`src/rtl/bdpc_pkg.sv`:
```
package bdpc_pkg;

   localparam int DEBOUNCE_W = 8;
   localparam int HELD_W     = 16;
   localparam int CSR_DATA_W = 16;
   localparam int CSR_IDX_W  = 2;

   localparam logic [DEBOUNCE_W-1:0] DEBOUNCE_RESET = 8'd6;
   localparam logic [HELD_W-1:0]     LONG_RESET     = 16'd80;

   localparam logic [CSR_IDX_W-1:0] CSR_SETTLE_SAMPLES   = 2'd0;
   localparam logic [CSR_IDX_W-1:0] CSR_LONG_PRESS_TICKS = 2'd1;

   typedef enum logic [1:0] {
      MODE_OFF     = 2'd0,
      MODE_PRESSED = 2'd1,
      MODE_LONG    = 2'd2
   } mode_type;

   typedef logic [1:0] event_type;

   localparam event_type EVT_NONE  = 2'd0;
   localparam event_type EVT_SHORT = 2'd1;
   localparam event_type EVT_LONG  = 2'd2;

endpackage

```
`src/rtl/bdpc_if.sv`:
```
interface bdpc_req_if;
   logic valid;
   logic ready;
   logic button_raw;

   modport source (output valid, output button_raw, input ready);
   modport sink (input valid, input button_raw, output ready);
endinterface

interface bdpc_rsp_if;
   logic                valid;
   logic                ready;
   bdpc_pkg::event_type press_event;
   logic                debounced_level;

   modport source (output valid, output press_event, output debounced_level, input ready);
   modport sink (input valid, input press_event, input debounced_level, output ready);
endinterface

```
`src/rtl/bdpc_debounce.sv`:
```
module bdpc_debounce (
   input  logic                                 clock,
   input  logic                                 reset,
   input  logic                                 step,
   input  logic                                 sample,
   input  logic [bdpc_pkg::DEBOUNCE_W-1:0]      settle_samples,
   output logic                                 level
);
   import bdpc_pkg::*;

   logic                  stable_ff;
   logic                  stable_in;
   logic [DEBOUNCE_W-1:0] count_ff;
   logic [DEBOUNCE_W-1:0] count_in;
   logic [DEBOUNCE_W-1:0] count_inc;

   // The counter saturates rather than wrapping.
   assign count_inc = (count_ff == {DEBOUNCE_W{1'b1}}) ? count_ff
                                                        : count_ff + DEBOUNCE_W'(1);

   always_comb begin
      stable_in = stable_ff;
      count_in  = count_ff;
      if (sample == stable_ff) begin
         count_in = '0;
      end else if (count_inc >= settle_samples) begin
         stable_in = sample;
         count_in  = '0;
      end else begin
         count_in = count_inc;
      end
   end

   assign level = stable_in;

   always_ff @(posedge clock) begin
      if (reset) begin
         stable_ff <= 1'b0;
         count_ff  <= '0;
      end else if (step) begin
         stable_ff <= stable_in;
         count_ff  <= count_in;
      end
   end

endmodule

```
`src/rtl/bdpc_classify.sv`:
```
module bdpc_classify (
   input  logic                             clock,
   input  logic                             reset,
   input  logic                             step,
   input  logic                             level,
   input  logic [bdpc_pkg::HELD_W-1:0]      long_press_ticks,
   output bdpc_pkg::event_type              press_event
);
   import bdpc_pkg::*;

   mode_type          mode_ff;
   mode_type          mode_in;
   logic [HELD_W-1:0] held_ff;
   logic [HELD_W-1:0] held_in;
   logic [HELD_W-1:0] held_inc;
   logic              long_reached;

   assign held_inc     = (held_ff == {HELD_W{1'b1}}) ? held_ff : held_ff + HELD_W'(1);
   assign long_reached = held_inc >= long_press_ticks;

   always_comb begin
      case (mode_ff)
         MODE_PRESSED: begin
            if (!level) begin
               mode_in = MODE_OFF;
            end else if (long_reached) begin
               mode_in = MODE_LONG;
            end else begin
               mode_in = MODE_PRESSED;
            end
         end
         MODE_LONG: begin
            mode_in = level ? MODE_LONG : MODE_OFF;
         end
         default: begin
            mode_in = level ? MODE_PRESSED : MODE_OFF;
         end
      endcase
   end

   always_comb begin
      press_event = EVT_NONE;
      held_in     = held_ff;
      case (mode_ff)
         MODE_PRESSED: begin
            if (!level) begin
               press_event = EVT_SHORT;
            end else begin
               held_in = held_inc;
               if (long_reached) begin
                  press_event = EVT_LONG;
               end
            end
         end
         MODE_LONG: begin
            held_in = held_ff;
         end
         default: begin
            // The held count restarts on the tick the press is first seen.
            if (level) begin
               held_in = '0;
            end
         end
      endcase
   end

   always_ff @(posedge clock) begin
      if (reset) begin
         mode_ff <= MODE_OFF;
         held_ff <= '0;
      end else if (step) begin
         mode_ff <= mode_in;
         held_ff <= held_in;
      end
   end

endmodule

```
`src/rtl/button_debounce_press_classifier.sv`:
```
// Each request beat is one poll tick carrying the raw button sample, and each
// produces exactly one response beat with the press event (none, short press
// released, long press reached) and the debounced level after that tick. A
// beat passes an input register and then a result register before its
// response is offered; one beat is taken every cycle while the response side
// keeps up, since the debounce and press-state update is combinational logic
// between the two registers. The user must write registers through the csr
// port only while no beat is in flight; the block does not enforce this:
// index 0 is the count of consecutive differing samples that settles a new
// level (reset 6), index 1 is long_press_ticks (reset 80); other indexes are
// ignored.
module button_debounce_press_classifier (
   input  logic                               clock,
   input  logic                               reset,
   bdpc_req_if.sink                           req_chan,
   bdpc_rsp_if.source                         rsp_chan,
   input  logic                               csr_we,
   input  logic [bdpc_pkg::CSR_IDX_W-1:0]     csr_index,
   input  logic [bdpc_pkg::CSR_DATA_W-1:0]    csr_wdata
);
   import bdpc_pkg::*;

   logic [DEBOUNCE_W-1:0] settle_samples_ff;
   logic [HELD_W-1:0]     long_press_ticks_ff;

   logic      in_valid_ff;
   logic      in_sample_ff;
   logic      out_valid_ff;
   event_type out_event_ff;
   logic      out_level_ff;

   logic      step;
   logic      level;
   event_type press_event;

   // The staged sample moves on when the result register is free or draining.
   assign step           = in_valid_ff && (!out_valid_ff || rsp_chan.ready);
   assign req_chan.ready = !in_valid_ff || step;

   always_ff @(posedge clock) begin
      if (reset) begin
         settle_samples_ff   <= DEBOUNCE_RESET;
         long_press_ticks_ff <= LONG_RESET;
      end else if (csr_we) begin
         if (csr_index == CSR_SETTLE_SAMPLES) begin
            settle_samples_ff <= csr_wdata[DEBOUNCE_W-1:0];
         end else if (csr_index == CSR_LONG_PRESS_TICKS) begin
            long_press_ticks_ff <= csr_wdata[HELD_W-1:0];
         end
      end
   end

   always_ff @(posedge clock) begin
      if (reset) begin
         in_valid_ff <= 1'b0;
      end else if (req_chan.ready) begin
         in_valid_ff <= req_chan.valid;
      end
   end

   always_ff @(posedge clock) begin
      if (req_chan.ready && req_chan.valid) begin
         in_sample_ff <= req_chan.button_raw;
      end
   end

   bdpc_debounce u_debounce (
      .clock          (clock),
      .reset          (reset),
      .step           (step),
      .sample         (in_sample_ff),
      .settle_samples (settle_samples_ff),
      .level          (level)
   );

   bdpc_classify u_classify (
      .clock            (clock),
      .reset            (reset),
      .step             (step),
      .level            (level),
      .long_press_ticks (long_press_ticks_ff),
      .press_event      (press_event)
   );

   always_ff @(posedge clock) begin
      if (reset) begin
         out_valid_ff <= 1'b0;
      end else if (!out_valid_ff || rsp_chan.ready) begin
         out_valid_ff <= in_valid_ff;
      end
   end

   always_ff @(posedge clock) begin
      if (step) begin
         out_event_ff <= press_event;
         out_level_ff <= level;
      end
   end

   assign rsp_chan.valid           = out_valid_ff;
   assign rsp_chan.press_event     = out_event_ff;
   assign rsp_chan.debounced_level = out_level_ff;

endmodule
```
`src/flat_wrapper.sv`:
```
// flat-port wrapper written by rule: the top's interface ports become plain ports
module button_debounce_press_classifier_flat import bdpc_pkg::*;
  (clock, reset, csr_we, csr_index, csr_wdata, req_chan_valid, req_chan_button_raw, req_chan_ready, rsp_chan_valid, rsp_chan_press_event, rsp_chan_debounced_level, rsp_chan_ready);
  bdpc_req_if req_chan_i ();
  bdpc_rsp_if rsp_chan_i ();
  input  logic clock;
  input  logic reset;
  input  logic csr_we;
  input  logic [bdpc_pkg::CSR_IDX_W-1:0] csr_index;
  input  logic [bdpc_pkg::CSR_DATA_W-1:0] csr_wdata;
  input wire logic [$bits(req_chan_i.valid)-1:0] req_chan_valid;
  input wire logic [$bits(req_chan_i.button_raw)-1:0] req_chan_button_raw;
  output wire logic [$bits(req_chan_i.ready)-1:0] req_chan_ready;
  output wire logic [$bits(rsp_chan_i.valid)-1:0] rsp_chan_valid;
  output wire logic [$bits(rsp_chan_i.press_event)-1:0] rsp_chan_press_event;
  output wire logic [$bits(rsp_chan_i.debounced_level)-1:0] rsp_chan_debounced_level;
  input wire logic [$bits(rsp_chan_i.ready)-1:0] rsp_chan_ready;
  assign req_chan_i.valid = req_chan_valid;
  assign req_chan_i.button_raw = req_chan_button_raw;
  assign req_chan_ready = req_chan_i.ready;
  assign rsp_chan_valid = rsp_chan_i.valid;
  assign rsp_chan_press_event = rsp_chan_i.press_event;
  assign rsp_chan_debounced_level = rsp_chan_i.debounced_level;
  assign rsp_chan_i.ready = rsp_chan_ready;
  button_debounce_press_classifier u_core (.clock(clock), .reset(reset), .req_chan(req_chan_i), .rsp_chan(rsp_chan_i), .csr_we(csr_we), .csr_index(csr_index), .csr_wdata(csr_wdata));
endmodule
```
`config.mk`:
```
export PLATFORM = sky130hd
export DESIGN_NAME = button_debounce_press_classifier_flat
export DESIGN_NICKNAME = d
export VERILOG_FILES = /design/src/rtl/bdpc_pkg.sv /design/src/rtl/bdpc_if.sv /design/src/rtl/bdpc_debounce.sv /design/src/rtl/bdpc_classify.sv /design/src/rtl/button_debounce_press_classifier.sv /design/src/flat_wrapper.sv
export SDC_FILE = /design/constraint.sdc
export NUM_CORES = 1
export LEC_CHECK = 0
export ABC_AREA = 1
export BUFFER_PORTS_ARGS = -buffer_cell sky130_fd_sc_hd__buf_2
export CORE_MARGIN = 2
export CORE_UTILIZATION = 45
export CTS_BUF_LIST = sky130_fd_sc_hd__clkbuf_4
export DETAILED_ROUTE_END_ITERATION = 10
export PLACE_DENSITY_LB_ADDON = 0.2
export RECOVER_POWER = 50
export SLEW_MARGIN = 25
export SYNTH_ARGS = -nofsm -noshare
export SYNTH_HDL_FRONTEND = slang
export SYNTH_SLANG_ARGS = --single-unit
```
`constraint.sdc`:
```
create_clock -name clock -period 3.5 [get_ports clock]
set_input_delay 0.35 -clock clock [delete_from_list [all_inputs] [get_ports clock]]
set_output_delay 0.35 -clock clock [all_outputs]
set_load 0.01 [all_outputs]
```
# Word-level counts from Yosys, hierarchy flattened
# Cells that the tools add are included.
# word_totals
elab_cells	51
reg_bits	57
out_inout_bits	5
# classes
n_bitwise	2
add_sub_neg	2
n_eq_ne	6
muxes	16
reduce_logical	11
order_cmp	2
# op_table
op	n
$mux W16	3
$pmux W16 S2	1
$mux W8	3
$add A16 B1 Y16 const B	1
$eq A16 B16 Y1 const B	1
$ge A16 B16 Y1	1
$add A8 B1 Y8 const B	1
$eq A8 B8 Y1 const B	1
$ge A8 B8 Y1	1
$mux W2	4
$reduce_and A3 Y1	2
$eq A2 B1 Y1 const B	2
$mux W1	4
$pmux W2 S2	1
$reduce_and A2 Y1	2
$eq A2 B2 Y1 const B	1
$logic_and A1 B1 Y1	2
$logic_not A1 Y1	2
$logic_not A2 Y1	1
$logic_or A1 B1 Y1	2
$not A1 Y1	2
$eq A1 B1 Y1	1

# Longest topological paths before layout
# Gate-level depths: netlist of run 1.
# depth
ltp_word	7
depth_mapped	23
depth_no_buf	22

# By module
# Synthesis of run 1 repeated with hierarchy kept, for this count alone.
# hier_totals
hier_cells	557
area_unflattened_um2	3736.1
# modules_own_cells
mod	seq_area_each_um2	n_inst	cells_each	area_each_um2
bdpc_classify	360.3	1	253	1661.6
button_debounce_press_classifier	640.6	1	167	1226.2
bdpc_debounce	180.2	1	137	848.3

# Least setup slack after synthesis of run 1
# No wires, ideal clock.
# synth_timing
path_kind	reg-to-reg
from	register u_core.u_debounce.count_ff[0]
to	register u_core.u_classify.held_ff[12]
path_buffers	1
stages_incl_launch_ff	20
period_less_slack_ns	2.722
t_arrival_ns	2.594
required_ns	3.372
setup_slack_ns	0.778
setup_ns	0.128
path_cell_list	dfxtp_1 ha_1 nand2_1 nor3_2 nand3_2 mux2_2 ha_1 nand2_1 nand2_1 nand2_1 nand2_1 nand2_1 nand4_1 nand2_4 nand2_4 nor2_8 buf_6 nand2_1 o21ai_1 nor2_1
# synth_between
elab_chain_len	6
word_cells_on_any_way	7
classes_between	add/sub: 1; order compare: 1; eq/ne: 1; mux: 3; reduce/logical: 1
# synth_rtl
element	line_no	text
start, declared	bdpc_debounce.sv:13	logic [DEBOUNCE_W-1:0] count_ff;
start signal, assigned	bdpc_debounce.sv:42	count_ff <= count_in;
$add A8 B1 Y8 / $eq A8 B8 Y1 (equally long branches)	bdpc_debounce.sv:19, bdpc_debounce.sv:18	
$mux W8 *	bdpc_debounce.sv:18	assign count_inc = (count_ff == {DEBOUNCE_W{1'b1}}) ? count_ff
$ge A8 B8 Y1 *	bdpc_debounce.sv:26	end else if (count_inc >= settle_samples) begin
$mux W1 *	bdpc_debounce.sv:26	
$mux W1 *	bdpc_debounce.sv:24	if (sample == stable_ff) begin
via u_core.level	button_debounce_press_classifier.sv:33	logic level;
$reduce_and A3 Y1 (no source line) *	--	
end signal, assigned	bdpc_classify.sv:73	held_ff <= held_in;
end, declared	bdpc_classify.sv:13	logic [HELD_W-1:0] held_ff;
# Mark *: on every way through the listed nets, which the timed path passes. The rest lies on a longest branch.
# A chain may end at the register's enable or synchronous reset.

# Worst setup path after layout of run 1
# layout_timing
from	register u_core.u_debounce.count_ff[0]
to	register u_core.u_classify.held_ff[3]
# Same word-level chain as after synthesis.

==> results.yml, run 1 <==
outcome:
  status: "finished, final reports clean"
timing:
  finalSetupTns_ns: 0
  setup-violations-final: 0
  fmaxAchievable_ghz: 0.323
  finalCritPeriodShare_pct: 88.6
  slew_headroom_pct: 20.5
  fin_skew_ns: 0.0153
  hold_ws_ns: 0.131
  min_period_ns: 3.10
  final_max_slew_viol_count: 0
  tightest_slew_ns: 1.19
  hold_viol_final: 0
  rsz0062_at_grt: "no"
global_routing:
  grt_pass1_wl_mm: 12.3
  grt_pass1_vias: 2770
  antenna_found_initial: 0
  gr-usage-all-layers_pct: 18.5
  grt_max_degree: 31
  overflow: 0
worst_setup_path:
  timing.rr.start: "u_core.u_debounce.count_ff[0]"
  cp_num_buf_inv: 1
  cp_data_required_time_ns: 3.79
  worst_setup_path_end_kind: "register"
  critPathMaxFanout: 14
  crit_path_cell_trace: "ha_1 > nand2_1 > nor3_2 > nand3_2 > mux2_2 > ha_1 > nand2_1 > nand2_1 > nand2_1 > nand2_1 > nand2_1 > nand4_1 > nand2_4 > nand2_4 > nor2_8 > inv_1 > a21oi_1 > nor2_1"
  cpPeakStageDelay_ns: 0.40
  cp.arrival_ns: 3.39
  endpoint: "u_core.u_classify.held_ff[3]"
  crit_path_start: "u_core.u_debounce.count_ff[0]"
  critical_path_depth: 18
  r2r_end: "u_core.u_classify.held_ff[3]"
  cp_common_cell: "nand2_1"
  cpLargestDelayFamily: "simple AND/OR/NAND/NOR gates"
  cp-start-kind: "register"
  rrSetupSlack_ns: 0.40
  reg2reg_depth: 18
  critPathSlowestCell: "dfxtp_1"
  crit_type: "register to register"
synth:
  ys_types: 33
  ys.warnings.count: 0
  syn-num-nets: 520
  synth_area_um2: 3360
  ys_ff_latch: 57
  ys_seq_area_share_pct: 35.1
  syn_area_per_cell_um2: 7.18
  syn_inst: 468
power_and_ir_drop:
  internal_power_w: 0.000938
  fin_total_pwr_w: 0.00125
  switchingPower_w: 0.000312
  p_sw_share_pct: 25.0
  vdd_ir_drop_max_mv: 0.165
  power_leakage_nw: 1.68
  p_clk_share_pct: 37.2
  seq_power_share_pct: 54.6
  power_density_nw_per_um2: 339
  power_frac_comb_pct: 8.2
clock_tree:
  clk_pin_slew_ns: 0.10
  h-tree-depth: 3
  insertion_delay_ns: 0.40
  cts_buffer_depth: 2
  numCtsBuffers: 9
  hold_buffers: 0
  cts_tree: "built"
  postCtsSetupRepairBufs: 0
  cts-root-buf: "clkbuf_4"
  cts_sinks: 57
floorplan:
  initial_utilization_pct: 46.3
  row_count: 31
  chipWidth_um: 90.4
  io_pins: 29
  die_y_um: 90.4
  core-area_um2: 7250
  dieArea_um2: 8180
cells_and_area:
  antennaDiodeCount: 0
  nNetsFinal: 546
  fill_cells: 732
  seq_area_um2: 1180
  multi_input_area_um2: 1880
  final_cell_area_um2: 3680
  drive_gt1_share_pct: 11.6
  area_growth_pct: 9.57
route:
  drc: 0
  ant_nets: 0
  drt_wl_total_mm: 7.24
  dr.pass1.iters: 4
  viasPerCell: 4.85
  wire_per_inst_um: 12.1
  initialDrtViolationCount: 69
  num_vias: 2903
placement:
  gp_congestion: 0.814
  hpwl_mm: 5.16
  port_buffers: 28
  post_dp_cell_area_um2: 3550
flow_run:
  maxCapViolCount: 0
hold_path:
  hold_path.class: "primary input to register"
==> repair_timing <==
| item | in CTS | in global routing |
|---|---|---|
| endpoints found under the hold margin | 0 | 0 |
| gates resized for setup | 0 | 0 |
| endpoints found under the setup margin | 0 | 4 |
==> layout by cell type, fill, tap and decap left out, types with 7 or more instances in the layout <==
cell type	instances
a21oi_1	44
buf_2	22
clkbuf_4	11
dfxtp_1	53
ha_1	28
inv_1	59
nand2_1	112
nand3_1	12
nor2_1	45
o21ai_0	24
o21ai_1	16
xnor2_1	7
xor2_1	10
==> synthesized netlist by cell type <==
cell,instances,share of area [%]
a21oi_1,44,6.6
buf_6,3,1.0
nand2_4,2,0.67
nor2_1,45,5.0
nor3_2,3,0.89
xnor2_1,7,1.8
inv_1,59,6.6
edfxtp_1,4,3.6
ha_1,28,10
clkinv_1,1,0.11
nor2_2,5,0.93
nand4_2,1,0.37
xor2_1,10,2.6
nand3_1,12,1.8
mux2_2,1,0.34
o211ai_1,4,0.89
o21ai_0,24,3.6
a21oi_2,1,0.26
clkbuf_1,11,1.2
and2_1,1,0.19
dfxtp_1,53,32
o21bai_1,2,0.45
nand2_1,112,13
o21a_1,1,0.22
nand2_2,3,0.56
a21o_1,2,0.45
nor3_1,1,0.15
nor2_8,1,0.60
nand4_1,5,0.93
o21ai_1,16,2.4
inv_2,2,0.22
nand3_2,3,0.89
nand3b_1,1,0.22
==> routing by layer <==
metal	global-route usage [%]	vias up	share of wire, %
met1	24.9	1292	49
met5	0	-	0
met3	3.34	13	4.4
met2	28.8	35	45
li1	-	1563	-
met4	8.97	0	1.7
==> worst register-to-register path, cell delays in order, from the launching register on <==
cell and delay, ns:
dfxtp_1 0.40, ha_1 0.21, nand2_1 0.09, nor3_2 0.23
nand3_2 0.20, mux2_2 0.34, ha_1 0.30, nand2_1 0.07
nand2_1 0.05, nand2_1 0.05, nand2_1 0.04, nand2_1 0.08
nand4_1 0.13, nand2_4 0.13, nand2_4 0.10, nor2_8 0.23
inv_1 0.14, a21oi_1 0.14, nor2_1 0.05
==> through the flow <==
step                setup slack (ns)  cells  utilization, %
floorplan                      0.778    468               -
global placement               0.442    581            48.9
detailed placement             0.337    581            48.9
CTS                            0.300    597            50.7
global route                  0.0358    598            50.8
finish                         0.400    598            50.8
==> area by class of cell <==
class	count	area share, %
clock buffer	11	2.24
multi-input combinational	336	51.1
timing repair buffer	28	3.60
sequential	57	32.1
inverter	62	6.32
tap	99	3.36
clock inverter	5	1.26
==> cells by family (layout without fill, tap and decap cells) <==
kind of cell	after synthesis	count (layout)	synth area share, %
adder cells (fa/ha/maj)	28	28	10.4
multiplexers	1	1	0.335
AND/OR/NAND/NOR	195	196	25.7
AO/OA/AOI/OAI	94	94	14.8
buffers and inverters	76	106	9.16
flip-flops	57	57	35.1
XOR/XNOR	17	17	4.43
==> power groups by stage <==
stage / registers (W) / logic (W) / clock network, W
global placement: 0.000697 / 0.000101 / 0
detailed placement: 0.000697 / 0.000104 / 0
floorplan: 0.000696 / 0.0000691 / 0
global route: 0.000684 / 0.000120 / 0.000511
finish: 0.000682 / 0.000103 / 0.000465
CTS: 0.000682 / 0.000104 / 0.000485
==> worst min path at each step <==
stage / start / endpoint / depth (start not counted)
floorplan: reset / u_core.u_debounce.count_ff[2] / 1
global placement: u_core.long_press_ticks_ff[10] / u_core.long_press_ticks_ff[10] / 2
detailed placement: u_core.long_press_ticks_ff[14] / u_core.long_press_ticks_ff[14] / 2
CTS: req_chan_button_raw / u_core.in_sample_ff / 1
global route: req_chan_button_raw / u_core.in_sample_ff / 1
finish: req_chan_button_raw / u_core.in_sample_ff / 1
==> registers in the layout (all words and copies together), names as in the netlist <==
register                         flops
u_core.long_press_ticks_ff          16
u_core.u_classify.held_ff           16
u_core.settle_samples_ff             8
u_core.u_debounce.count_ff           8
u_core.rsp_chan.press_event          2
u_core.u_classify.mode_ff            2
u_core.in_sample_ff                  1
u_core.in_valid_ff                   1
u_core.rsp_chan.debounced_level      1
u_core.rsp_chan.valid                1
u_core.u_debounce.stable_ff          1
No activity file was read; power rests on OpenSTA's default activity.
==> inputs of run 2 (changes only) <==
- CORE_MARGIN: 2 -> unset
- REMOVE_ABC_BUFFERS: unset -> 1
- SYNTH_HIERARCHICAL: unset -> 1
==> run 2 against run 1 <==
- synthesized cell count grew 19%
- worst hold slack better by 0.019 ns
- via count up 14%
- clock skew up 0.0031 ns
- largest cell class unchanged
- highest routed layer unchanged
- largest power group unchanged
==> results.yml, run 2 <==
worst_setup_path:
  crit_path_cell_trace: "ha_1 > nand3_1 > nor2_2 > nand3_1 > a21boi_1 > inv_1 > ha_1 > nand2_1 > nor2_2 > nand2_2 > nand2_1 > nand2_1 > nand2_1 > nand2_1 > or2_1 > nor2_4 > buf_12 > nand3_1 > a21oi_1"
  cp_data_required_time_ns: 3.82
  cp_common_cell: "nand2_1"
  cp-start-kind: "register"
  cp.arrival_ns: 3.48
  critPathSlowestCell: "dfxtp_1"
  crit_type: "register to register"
  cpPeakStageDelay_ns: 0.40
  critPathMaxFanout: 16
  worst_setup_path_end_kind: "register"
floorplan:
  dieArea_um2: 8670
  row_count: 32
  io_pins: 29
  initial_utilization_pct: 47.4
  chipWidth_um: 93.1
  core-area_um2: 7890
  die_y_um: 93.1
global_routing:
  overflow: 0
  grt_pass1_vias: 3137
  grt_pass1_wl_mm: 13.7
  grt_max_degree: 31
  antenna_found_initial: 0
  gr-usage-all-layers_pct: 19.8
cells_and_area:
  final_cell_area_um2: 4120
  fill_cells: 808
  layout.cells.non_filler: 691
  nNetsFinal: 636
  postLayoutCoreUtil_pct: 52.2
  drive_gt1_share_pct: 14.1
  final_common_cell: "nand2_1"
  final_cell_mix: "163 x nand2_1, 87 x inv_1, 58 x nor2_1"
  top_regs: "u_core/long_press_ticks_ff (16), u_core/u_classify/held_ff (16)"
  area_growth_pct: 10.2
  antennaDiodeCount: 0
synth:
  synth_commonest_cells: "163 x nand2_1, 87 x inv_1, 59 x nor2_1"
  synth_most_common_cell: "nand2_1"
  syn_inst: 557
  ys.warnings.count: 6
  synth_area_um2: 3740
  ys_ff_latch: 57
  synth_top_area_share_pct: 28.4
  synth_edf_count: 4
  synthTopCellsByArea: "dfxtp_1 28%, nand2_1 16%, ha_1 9.4%"
  synth_ff_type: "dfxtp_1"
  ys_types: 37
  yosys.area.top_type: "dfxtp_1"
  synthArstFlopShare_pct: 0
  syn_area_per_cell_um2: 6.71
  ys_seq_area_share_pct: 31.6
timing:
  min_period_ns: 3.16
  finalSetupTns_ns: 0
  fmaxAchievable_ghz: 0.317
  fin_skew_ns: 0.0185
  hold_viol_final: 0
  final_max_slew_viol_count: 0
  setup-violations-final: 0
  slew_headroom_pct: 49.2
  tightest_slew_ns: 0.762
  rsz0062_at_grt: "no"
  hold_ws_ns: 0.150
  finalCritPeriodShare_pct: 90.2
clock_tree:
  clk_pin_slew_ns: 0.10
  cts_sinks: 57
  h-tree-depth: 3
  cts_buffer_depth: 2
  insertion_delay_ns: 0.40
  cts_tree: "built"
  numCtsBuffers: 9
  cts-root-buf: "clkbuf_4"
power_and_ir_drop:
  power_leakage_nw: 2.06
  vdd_ir_drop_max_mv: 0.180
  power_density_nw_per_um2: 345
route:
  ant_nets: 0
  dr.pass1.iters: 4
  wire_per_inst_um: 11.1
  drc: 0
  drt_wl_total_mm: 7.68
  num_vias: 3312
  viasPerCell: 4.79
  initialDrtViolationCount: 146
placement:
  hpwl_mm: 5.69
  gp_congestion: 0.850
  port_buffers: 28
  post_dp_cell_area_um2: 3920
  placedCellCount: 674
outcome:
  status: "finished, final reports clean"
flow_run:
  maxCapViolCount: 0
hold_path:
  hold_path.class: "primary input to register"
run 2: worst paths after layout:
| path | cells past startpoint | slack [ns] | startpoint | endpoint |
|---|---|---|---|---|
| hold reg to reg | 2 | 0.47 | u_core/settle_samples_ff[2] | u_core/settle_samples_ff[2] |
| setup reg to reg | 19 | 0.34 | u_core/u_debounce/count_ff[0] | u_core/u_classify/held_ff[0] |
| setup / recovery | 19 | 0.34 | u_core/u_debounce/count_ff[0] | u_core/u_classify/held_ff[0] |
| hold / removal | 1 | 0.15 | req_chan_button_raw | u_core/in_sample_ff |
run 2: cell type report:
class                   count  area [um^2]  share of cell area [%]
multi-input cells         394         2120                    51.5
flip-flops and latches     57         1180                    28.7
inverters                  91          342                    8.30
repair buffers             31          170                    4.13
well taps                 102          128                    3.10
clock inverters             7          109                    2.64
clock buffers               9         67.6                    1.64
run 2: kinds of logic (layout without fill, tap and decap cells):
family          Yosys count  after routing  share of synthesized area (%)
flops                    57             57                           31.6
compound gates           56             56                           8.47
buf+inv                 106            138                           11.8
simple gates            300            300                           36.4
xor+xnor                 10             10                           2.34
fa+ha+maj                28             28                           9.38
run 2: critical path, delay by kind of cell (launching register included):
family                   cells  cell delay, ns
AO/OA/AOI/OAI                2            0.33
AND/OR/NAND/NOR             13            1.64
buffers and inverters        2            0.23
flip-flops                   1            0.40
adder cells (fa/ha/maj)      2            0.47
run 2: repair_timing:
| action | CTS | global route |
|---|---|---|
| buffers inserted | 0 | 1 |
| setup endpoints to repair | 0 | 16 |
| hold buffers | 0 | 0 |
| gates resized for setup | 0 | 2 |
run 2: stage by stage:
stage / total power (W) / setup WS [ns]
5_1_grt: 0.00149 / 0.0225
6_report: 0.00142 / 0.343
3_5_place_dp: 0.000833 / 0.270
4_1_cts: 0.00144 / 0.205
3_3_place_gp: 0.000829 / 0.382
2_1_floorplan: 0.000783 / 0.443
run 2: power breakdown:
group          switching [W]  internal [W]  total (W)  leakage, nW
clock network       0.000247      0.000355   0.000602       0.0887
registers          0.0000107      0.000676   0.000686        0.470
logic              0.0000844     0.0000473   0.000132         1.50
total               0.000342       0.00108    0.00142         2.06
run 2: per-layer routing:
metal / share of wire (%) / global-route usage, %
met5: 0 / 0
met3: 2.9 / 4.88
met1: 48 / 23.8
met4: 1.5 / 5.77
met2: 47 / 34.6
==> inputs of run 3 (changes only) <==
- MAX_ROUTING_LAYER: unset -> met4
==> run 3 against run 2 <==
- final cell count unchanged
- design area unchanged
- largest power group unchanged
- worst setup slack got worse by 0.00097 ns
- die area unchanged
==> results.yml, run 3 (synthesis gave the netlist of run 2 again) <==
cells_and_area:
  antennaDiodeCount: 0
  area_growth_pct: 10.2
  top_regs: "u_core/long_press_ticks_ff (16), u_core/u_classify/held_ff (16)"
  final_cell_mix: "163 x nand2_1, 87 x inv_1, 58 x nor2_1"
  fill_cells: 808
  seq_area_um2: 1180
  final_common_cell: "nand2_1"
  nNetsFinal: 636
  drive_gt1_share_pct: 14.1
  multi_input_area_um2: 2120
clock_tree:
  cts_buffer_depth: 2
  clk_pin_slew_ns: 0.10
  cts-root-buf: "clkbuf_4"
  cts_sinks: 57
  cts_tree: "built"
  h-tree-depth: 3
  hold_buffers: 0
  insertion_delay_ns: 0.39
  numCtsBuffers: 9
power_and_ir_drop:
  power_leakage_nw: 2.06
  seq_power_share_pct: 48.4
  p_clk_share_pct: 42.4
  power_frac_comb_pct: 9.3
  switchingPower_w: 0.000341
  fin_total_pwr_w: 0.00142
  internal_power_w: 0.00108
  power_density_nw_per_um2: 345
  vdd_ir_drop_max_mv: 0.179
  p_sw_share_pct: 24.0
timing:
  final_max_slew_viol_count: 0
  fmaxAchievable_ghz: 0.317
  finalCritPeriodShare_pct: 90.2
  fin_skew_ns: 0.0172
  min_period_ns: 3.16
  rsz0062_at_grt: "no"
  tightest_slew_ns: 0.753
  slew_headroom_pct: 49.7
  hold_viol_final: 0
  setup-violations-final: 0
  finalSetupTns_ns: 0
route:
  num_vias: 3292
  drt_wl_total_mm: 7.67
  viasPerCell: 4.76
  drc: 0
  dr.pass1.iters: 4
  wire_per_inst_um: 11.1
  ant_nets: 0
  initialDrtViolationCount: 149
worst_setup_path:
  crit_path_cell_trace: "ha_1 > nand3_1 > nor2_2 > nand3_1 > a21boi_1 > inv_1 > ha_1 > nand2_1 > nor2_2 > nand2_2 > nand2_1 > nand2_1 > nand2_1 > nand2_1 > or2_1 > nor2_4 > buf_12 > nand3_1 > a21oi_1"
  critPathMaxFanout: 16
  cp_common_cell: "nand2_1"
  cpPeakStageDelay_ns: 0.40
  cp.arrival_ns: 3.48
  worst_setup_path_end_kind: "register"
  crit_type: "register to register"
  cp_num_buf_inv: 2
  cpLargestDelayFamily: "simple AND/OR/NAND/NOR gates"
  critPathSlowestCell: "dfxtp_1"
  cp-start-kind: "register"
  cp_data_required_time_ns: 3.82
floorplan:
  core-area_um2: 7890
  initial_utilization_pct: 47.4
  die_y_um: 93.1
  chipWidth_um: 93.1
  row_count: 32
  dieArea_um2: 8670
  io_pins: 29
placement:
  gp_congestion: 0.864
  hpwl_mm: 5.69
  port_buffers: 28
flow_run:
  maxCapViolCount: 0
global_routing:
  grt_pass1_wl_mm: 13.7
  antenna_found_initial: 0
  grt_pass1_vias: 3136
  gr-usage-all-layers_pct: 20.3
  overflow: 0
  grt_max_degree: 31
hold_path:
  hold_path.class: "primary input to register"
outcome:
  status: "finished, final reports clean"
-- run 3: worst register-to-register path, cell delays in order (launching register included) --
cell      delay (ns)
dfxtp_1         0.40
ha_1            0.20
nand3_1         0.15
nor2_2          0.17
nand3_1         0.09
a21boi_1        0.22
inv_1           0.08
ha_1            0.28
nand2_1         0.07
nor2_2          0.17
nand2_2         0.14
nand2_1         0.09
nand2_1         0.06
nand2_1         0.14
nand2_1         0.09
or2_1           0.26
nor2_4          0.14
buf_12          0.15
nand3_1         0.08
a21oi_1         0.11
-- run 3: power by group through the flow --
stage          Combinational (W)  Clock (W)  Sequential [W]
5_1_grt                 0.000154   0.000648        0.000689
3_5_place_dp            0.000131          0        0.000702
6_report                0.000131   0.000601        0.000686
2_1_floorplan          0.0000827          0        0.000700
3_3_place_gp            0.000128          0        0.000701
4_1_cts                 0.000132   0.000621        0.000687
-- run 3: timing repair --
action	4_1_cts	5_1_grt
hold endpoints to repair	0	0
buffers inserted	0	1
setup endpoints to repair	0	16
resized for setup	0	2
-- run 3: through the flow --
step / hold slack (ns) / cell area (um^2) / setup WS (ns) / utilization, % / std cells
2_1_floorplan: 0.412 / 3640 / 0.443 / - / 542
3_3_place_gp: 0.442 / 3920 / 0.382 / 49.7 / 674
3_5_place_dp: 0.452 / 3920 / 0.270 / 49.7 / 674
4_1_cts: 0.128 / 4100 / 0.205 / 51.9 / 690
5_1_grt: 0.130 / 4120 / 0.0225 / 52.2 / 691
6_report: 0.151 / 4120 / 0.342 / 52.2 / 691
-- run 3: final cells by class --
| cell class | count | share of cell area (%) |
|---|---|---|
| multi-input combinational | 394 | 51.5 |
| sequential | 57 | 28.7 |
| inverter | 91 | 8.30 |
| timing repair buffer | 31 | 4.13 |
| tap | 102 | 3.10 |
| clock inverter | 7 | 2.64 |
| clock buffer | 9 | 1.64 |
-- run 3: worst paths after layout --
path | start | endpoint | slack, ns | depth (start not counted)
max | u_core/u_debounce/count_ff[0] | u_core/u_classify/held_ff[0] | 0.34 | 19
min | req_chan_button_raw | u_core/in_sample_ff | 0.15 | 1
max reg2reg | u_core/u_debounce/count_ff[0] | u_core/u_classify/held_ff[0] | 0.34 | 19
min reg2reg | u_core/settle_samples_ff[2] | u_core/settle_samples_ff[2] | 0.47 | 2
-- run 3: per-layer routing --
layer	part of all wire [%]	GRT usage, %	vias up	routed length [um]
met3	3.1	4.88	10	236
met2	47	34.6	46	3640
met4	1.5	5.77	0	114
met1	48	23.9	1454	3680
li1	-	-	1782	-
met5	0	-	-	0
